==> src/rtl/asp_pkg.sv <==
// Shared types, constants and register codes of the analytic shape pixel accumulator.
// Used by every module in rtl/; depends on nothing else.
package asp_pkg;

    localparam int GRID_SIZE_DEF = 256;

    localparam int IDX_W   = 8;            // pixel index width
    localparam int IDX_N   = 1 << IDX_W;
    localparam int XW      = 25;           // unsigned index-to-coordinate offset
    localparam int CRD_W   = 27;           // signed coordinate differences, Q.16
    localparam int PRD_W   = 45;           // coordinate times sin/cos
    localparam int SUM_W   = 46;
    localparam int TERM_W  = 41;           // one saturated quadratic term
    localparam int T_W     = 42;           // T, Q.16
    localparam int Q30_W   = 31;           // gaussian factor, Q.30
    localparam int ROOT_W  = 17;           // square root result, Q.16
    localparam int NTERMS  = 13;           // Taylor terms of exp(-z)
    localparam int SQ_STEPS = 17;          // one result bit per step
    localparam int REG_IDX_W = 3;
    localparam int CFG_DW  = 32;

    localparam logic [29:0]       LN2_Q30 = 30'd744261118;
    localparam logic [Q30_W-1:0]  ONE_Q30 = 31'h4000_0000;
    localparam logic [TERM_W-1:0] T_CAP   = 41'h100_0000_0000;

    typedef enum logic [2:0] {
        SHP_GAUSS   = 3'd0,
        SHP_PARAB   = 3'd1,
        SHP_ELLIPSE = 3'd2,
        SHP_PARAB1  = 3'd3,
        SHP_CONE    = 3'd4,
        SHP_RECT    = 3'd5
    } t_shape;

    typedef enum logic [REG_IDX_W-1:0] {
        REG_SHAPE  = 3'd0,
        REG_INTENS = 3'd1,
        REG_CX     = 3'd2,
        REG_CY     = 3'd3,
        REG_KA     = 3'd4,
        REG_KB     = 3'd5,
        REG_SIN    = 3'd6,
        REG_COS    = 3'd7
    } t_reg_idx;

    typedef struct packed {
        logic [2:0]         shape;
        logic signed [31:0] c0;
        logic signed [17:0] cx;
        logic signed [17:0] cy;
        logic [31:0]        ka;
        logic [31:0]        kb;
        logic signed [17:0] sn;
        logic signed [17:0] cs;
    } t_cfg;

    typedef struct packed {
        logic signed [31:0]  pix;
        logic                hit;
        logic [T_W-1:0]      t;
        logic [Q30_W-1:0]    gfac;
        logic                in_range;
        logic [ROOT_W-1:0]   root;
    } t_item;

endpackage

==> src/rtl/asp_sqrt.sv <==
// Pipelined integer square root for the parabola and cone shapes, one result bit a stage.
// Depends on asp_pkg.
module asp_sqrt import asp_pkg::*; (
    input  logic  i_clk,
    input  logic  i_rst_n,
    input  logic  i_en,
    input  t_cfg  i_cfg,
    input  logic  i_vld,
    input  t_item i_item,
    output logic  o_vld,
    output t_item o_item
);

    logic [43:0] w_tt;
    logic [16:0] w_t17;
    logic [33:0] w_arg;
    t_item       w_item0;

    assign w_tt  = (i_cfg.shape == SHP_PARAB1) ? {i_item.t, 2'b00} : {2'b00, i_item.t};
    assign w_t17 = w_tt[16:0];
    assign w_arg = (i_cfg.shape == SHP_CONE) ? {1'b0, w_t17, 16'h0000}
                                             : {1'b0, 17'd65536 - w_t17, 16'h0000};

    always_comb begin
        w_item0          = i_item;
        w_item0.in_range = (w_tt <= 44'd65536);
    end

    logic        r0_vld;
    t_item       r0_item;
    logic [33:0] r0_arg;

    always_ff @(posedge i_clk) begin
        if (!i_rst_n) r0_vld <= 1'b0;
        else if (i_en) r0_vld <= i_vld;
    end

    always_ff @(posedge i_clk) begin
        if (i_en) begin
            r0_item <= w_item0;
            r0_arg  <= w_arg;
        end
    end

    logic              r_vld  [SQ_STEPS];
    t_item             r_item [SQ_STEPS];
    logic [33:0]       r_arg  [SQ_STEPS];
    logic [17:0]       r_rem  [SQ_STEPS];
    logic [ROOT_W-1:0] r_root [SQ_STEPS];

    for (genvar s = 0; s < SQ_STEPS; s++) begin : g_step
        logic              vi;
        t_item             ii;
        logic [33:0]       ai;
        logic [17:0]       mi;
        logic [ROOT_W-1:0] oi;
        logic [19:0]       cur, trial;
        logic              ge;

        if (s == 0) begin : g_first
            assign vi = r0_vld;
            assign ii = r0_item;
            assign ai = r0_arg;
            assign mi = '0;
            assign oi = '0;
        end else begin : g_next
            assign vi = r_vld[s-1];
            assign ii = r_item[s-1];
            assign ai = r_arg[s-1];
            assign mi = r_rem[s-1];
            assign oi = r_root[s-1];
        end

        assign cur   = {mi, ai[33:32]};
        assign trial = {1'b0, oi, 2'b01};
        assign ge    = (cur >= trial);

        always_ff @(posedge i_clk) begin
            if (!i_rst_n) r_vld[s] <= 1'b0;
            else if (i_en) r_vld[s] <= vi;
        end

        always_ff @(posedge i_clk) begin
            if (i_en) begin
                r_item[s] <= ii;
                r_arg[s]  <= {ai[31:0], 2'b00};
                r_rem[s]  <= ge ? 18'(cur - trial) : 18'(cur);
                r_root[s] <= {oi[ROOT_W-2:0], ge};
            end
        end
    end

    always_comb begin
        o_item      = r_item[SQ_STEPS-1];
        o_item.root = r_root[SQ_STEPS-1];
    end
    assign o_vld = r_vld[SQ_STEPS-1];

endmodule

==> config.mk <==
export PLATFORM = sky130hd
export DESIGN_NAME = asp_sqrt
export DESIGN_NICKNAME = d
export VERILOG_FILES = /design/src/rtl/asp_pkg.sv /design/src/rtl/asp_sqrt.sv
export SDC_FILE = /design/constraint.sdc
export NUM_CORES = 2
export LEC_CHECK = 0
export BUFFER_PORTS_ARGS = -buffer_cell sky130_fd_sc_hd__buf_4
export CORE_UTILIZATION = 51
export CTS_CLUSTER_DIAMETER = 100
export DETAILED_ROUTE_END_ITERATION = 8
export GPL_TIMING_DRIVEN = 1
export PLACE_DENSITY = 0.8
export SYNTH_ARGS = -nofsm -noshare
export SYNTH_HDL_FRONTEND = slang
export SYNTH_SLANG_ARGS = --single-unit
==> constraint.sdc <==
create_clock -name i_clk -period 4.5 [get_ports i_clk]
set_clock_uncertainty 0.1 [all_clocks]
set_input_delay 0.225 -clock i_clk [delete_from_list [all_inputs] [get_ports i_clk]]
set_output_delay 0.225 -clock i_clk [all_outputs]
set_load 0.02 [all_outputs]
==> run_summary.xml <==
<?xml version="1.0" encoding="UTF-8"?>
<metrics>
  <group name="grt">
    <metric name="grt_antenna_before_repair" unit="">4</metric>
    <metric name="grt_start_max_net_pins" unit="">192</metric>
    <metric name="globalRoute.totalOverflow" unit="">0</metric>
    <metric name="wire_length_of_the_first_global_routing_pass" unit="um">201000</metric>
    <metric name="via_count_of_the_first_global_routing_pass" unit="">37400</metric>
    <metric name="grt_util_all_layers" unit="%">15.3</metric>
  </group>
  <group name="route">
    <metric name="initialDrtViolationCount" unit="">2586</metric>
    <metric name="wire_per_inst" unit="um">17.9</metric>
    <metric name="post_detailed_route_count_of_antenna_violating_nets" unit="">0</metric>
    <metric name="drt-vias-per-instance" unit="">5.09</metric>
    <metric name="totalWireLength" unit="um">128000</metric>
    <metric name="drt_first_pass_iters" unit="">5</metric>
    <metric name="dr_total_vias" unit="">36300</metric>
    <metric name="drc" unit="">0</metric>
  </group>
  <group name="timing">
    <metric name="slew_headroom" unit="%">28.4</metric>
    <metric name="report.final.setup_viol" unit="">0</metric>
    <metric name="min_period_over_period" unit="%">80.1</metric>
    <metric name="finalHoldViolations" unit="">0</metric>
    <metric name="timing.fmax" unit="MHz">277</metric>
    <metric name="finalWorstSetupSlack" unit="ns">0.896</metric>
    <metric name="setup-tns-final" unit="ns">0</metric>
    <metric name="slew_viol_final" unit="">0</metric>
    <metric name="hold_slack" unit="ns">0.0708</metric>
    <metric name="rsz0062_at_grt" unit="">no</metric>
    <metric name="tightestPinTransition" unit="ns">1.06</metric>
    <metric name="final_period_minus_worst_setup_slack" unit="ns">3.60</metric>
  </group>
  <group name="layout">
    <metric name="final_common_cell" unit="">sky130_fd_sc_hd__edfxtp_1</metric>
    <metric name="drive_above_1_share" unit="%">13.2</metric>
    <metric name="final_cell_count_no_fill" unit="">7130</metric>
    <metric name="final_cell_mix" unit="">sky130_fd_sc_hd__edfxtp_1, sky130_fd_sc_hd__buf_4, sky130_fd_sc_hd__clkbuf_16, sky130_fd_sc_hd__dlygate4sd3_1, sky130_fd_sc_hd__inv_1</metric>
    <metric name="diodes" unit="">0</metric>
    <metric name="area.growth.synth_to_final" unit="%">17.0</metric>
    <metric name="nets" unit="">5222</metric>
  </group>
  <group name="clock_network">
    <metric name="htree_num_levels" unit="">4</metric>
    <metric name="postCtsSetupBuffers" unit="">0</metric>
    <metric name="clkSinkCount" unit="">2441</metric>
    <metric name="cts_root_buffer" unit="">sky130_fd_sc_hd__clkbuf_16</metric>
    <metric name="cts_hold_buffers" unit="">211</metric>
    <metric name="cts.clk_slew.worst_paths" unit="ns">0.06</metric>
    <metric name="cts.repair.resized" unit="">0</metric>
    <metric name="clock_latency" unit="ns">0.87</metric>
    <metric name="numCtsBuffers" unit="">228</metric>
    <metric name="max-clock-path-buffers" unit="">3</metric>
    <metric name="cts_tree" unit="">built</metric>
  </group>
  <group name="synth">
    <metric name="ys_ff_latch" unit="">2441</metric>
    <metric name="synth.yosys.warnings" unit="">0</metric>
    <metric name="synth-edff-count" unit="">2439</metric>
    <metric name="ys_types" unit="">81</metric>
    <metric name="postSynthAreaPerCell" unit="um2">20.7</metric>
    <metric name="syn_area" unit="um2">84300</metric>
    <metric name="synth_top_flop_cell" unit="">sky130_fd_sc_hd__edfxtp_1</metric>
    <metric name="postSynthNetCount" unit="">4541</metric>
    <metric name="synth-async-reset-ratio" unit="%">0</metric>
    <metric name="part_of_the_yosys_area_used_for_sequential_elements" unit="%">86.9</metric>
    <metric name="postSynthCellCount" unit="">4082</metric>
  </group>
  <group name="floorplan">
    <metric name="chipWidth" unit="um">409</metric>
    <metric name="row_count" unit="">148</metric>
    <metric name="dieHeight" unit="um">409</metric>
    <metric name="io_pins" unit="">424</metric>
    <metric name="die-area" unit="um2">167000</metric>
    <metric name="initial_core_util" unit="%">51.6</metric>
    <metric name="core_area" unit="um2">164000</metric>
  </group>
  <group name="worst_setup_path">
    <metric name="critPathSlowestCell" unit="">sky130_fd_sc_hd__edfxtp_1</metric>
    <metric name="critical_path_start" unit="">r_rem[0][252]$_SDFFCE_PP0P_</metric>
    <metric name="crit_arrival" unit="ns">4.11</metric>
    <metric name="cell_chain_critical_path" unit="">ha_1, fa_1, a211o_1, a21o_1, a2111oi_2, buf_4, o31a_1, buf_4, mux2_2</metric>
    <metric name="worstSetupEndpointType" unit="">flip-flop</metric>
    <metric name="worst-setup-path-type" unit="">flip-flop to flip-flop</metric>
    <metric name="cp.required" unit="ns">5.00</metric>
    <metric name="worst_path_largest_cell_delay" unit="ns">0.47</metric>
    <metric name="crit_top_cell" unit="">sky130_fd_sc_hd__buf_4</metric>
    <metric name="cp_max_fo" unit="">20</metric>
    <metric name="regToRegStartpoint" unit="">r_rem[0][252]$_SDFFCE_PP0P_</metric>
    <metric name="critical_path.startpoint_type" unit="">flip-flop</metric>
    <metric name="critical_path.top_delay_family" unit="">compound AO/OA/AOI/OAI gates</metric>
    <metric name="worstPathBufferInverterCount" unit="">2</metric>
  </group>
  <group name="status">
    <metric name="status" unit="">completed</metric>
  </group>
  <group name="placed_design">
    <metric name="final_hpwl_dp" unit="um">66500</metric>
    <metric name="gp_routability_congestion" unit="">0.849</metric>
    <metric name="placedCellCount" unit="">6497</metric>
    <metric name="place_ws" unit="ns">0.915</metric>
    <metric name="place.port_buffers" unit="">237</metric>
  </group>
  <group name="hold_path">
    <metric name="timing.hold.worst.class" unit="">input port to flip-flop</metric>
    <metric name="hold_sp" unit="">i_item[118]</metric>
  </group>
  <group name="job">
    <metric name="cap_violations" unit="">0</metric>
  </group>
  <group name="pwr">
    <metric name="power.total" unit="uW">49200</metric>
    <metric name="peak_supply_drop" unit="mV">0.605</metric>
    <metric name="power_leakage" unit="uW">0.0350</metric>
    <metric name="power.density" unit="nW/um2">498</metric>
  </group>
</metrics>
power breakdown:
part,leakage (uW),internal (uW),switching [uW]
clock network,0.00357,10500,8340
logic,0.00776,1190,1640
registers,0.0237,26900,620
total,0.0350,38600,10600
area by class of cell:
cell class / instances / area (um2)
Sequential cell: 2441 / 73300
Fill cell: 10900 / 64800
Multi-Input combinational cell: 1416 / 10200
Clock buffer: 278 / 5890
Timing Repair Buffer: 489 / 4410
Tap cell: 2175 / 2720
Clock inverter: 144 / 1500
Inverter: 187 / 702
stage by stage:
step                cell area, um2  util (%)
CTS                          98700      60.4
global placement             89200      54.5
finish                       98700      60.4
floorplan                    84300         -
global route                 98700      60.4
detailed placement           89200      54.5
layer usage:
| layer | GRT usage (%) | part of all wire [%] | up-vias | wire length, um |
|---|---|---|---|---|
| li1 | - | - | 17300 | - |
| met1 | 17.4 | 38 | 17800 | 49000 |
| met2 | 28.2 | 54 | 914 | 68900 |
| met3 | 3.04 | 4.5 | 275 | 5770 |
| met4 | 6.15 | 3.2 | 8 | 4060 |
| met5 | 0 | 0.042 | - | 54 |
cell usage after synthesis, types with 18 or more instances:
library cell	n	share of area, %
sky130_fd_sc_hd__nor3_1	52	0.31
sky130_fd_sc_hd__a21oi_1	120	0.71
sky130_fd_sc_hd__mux2_2	38	0.51
sky130_fd_sc_hd__and3_1	30	0.22
sky130_fd_sc_hd__xnor2_1	112	1.2
sky130_fd_sc_hd__o21a_1	27	0.24
sky130_fd_sc_hd__edfxtp_1	2439	87
sky130_fd_sc_hd__ha_1	153	2.3
sky130_fd_sc_hd__nand2_1	117	0.52
sky130_fd_sc_hd__a211oi_1	20	0.18
sky130_fd_sc_hd__nor4_1	30	0.22
sky130_fd_sc_hd__nor2_1	140	0.62
sky130_fd_sc_hd__xor2_1	73	0.76
sky130_fd_sc_hd__o21ai_0	87	0.52
sky130_fd_sc_hd__clkbuf_1	30	0.13
sky130_fd_sc_hd__or3_1	24	0.18
sky130_fd_sc_hd__nand2b_1	18	0.13
sky130_fd_sc_hd__mux2i_1	22	0.26
sky130_fd_sc_hd__o21bai_1	20	0.18
sky130_fd_sc_hd__inv_1	186	0.83
sky130_fd_sc_hd__nand3_1	36	0.21
sky130_fd_sc_hd__a21o_1	50	0.45
logic make-up after synthesis:
family,after synthesis,share of synthesized area (%)
DFF,2441,86.9
and+or+nand+nor,544,3.28
AOI/OAI and AO/OA,445,3.36
buffers and inverters,225,1.03
xor gates and xnor gates,185,1.92
adders and majority gates,160,2.44
muxes,81,1.08
other,1,0.00445
sequential cells by signal, summed over array words and instances (netlist names):
register   cells
g_step.vi      1
g_step.ai     17
g_step.ii    107
r_root       153
r_arg         72
r_vld         17
r_rem        255
r_item      1819
worst paths after layout:
| path | to | depth (start not counted) | slack (ns) |
|---|---|---|---|
| setup / recovery | r_rem[0][273]$_DFFE_PP_ | 9 | 0.90 |
| hold / removal | g_step[0].ii[118]$_DFFE_PP_ | 2 | 0.07 |
| setup reg to reg | r_rem[0][273]$_DFFE_PP_ | 9 | 0.90 |
| hold reg to reg | r_item[0][964]$_DFFE_PP_ | 0 | 0.26 |
(Power assumes the default switching activity.)
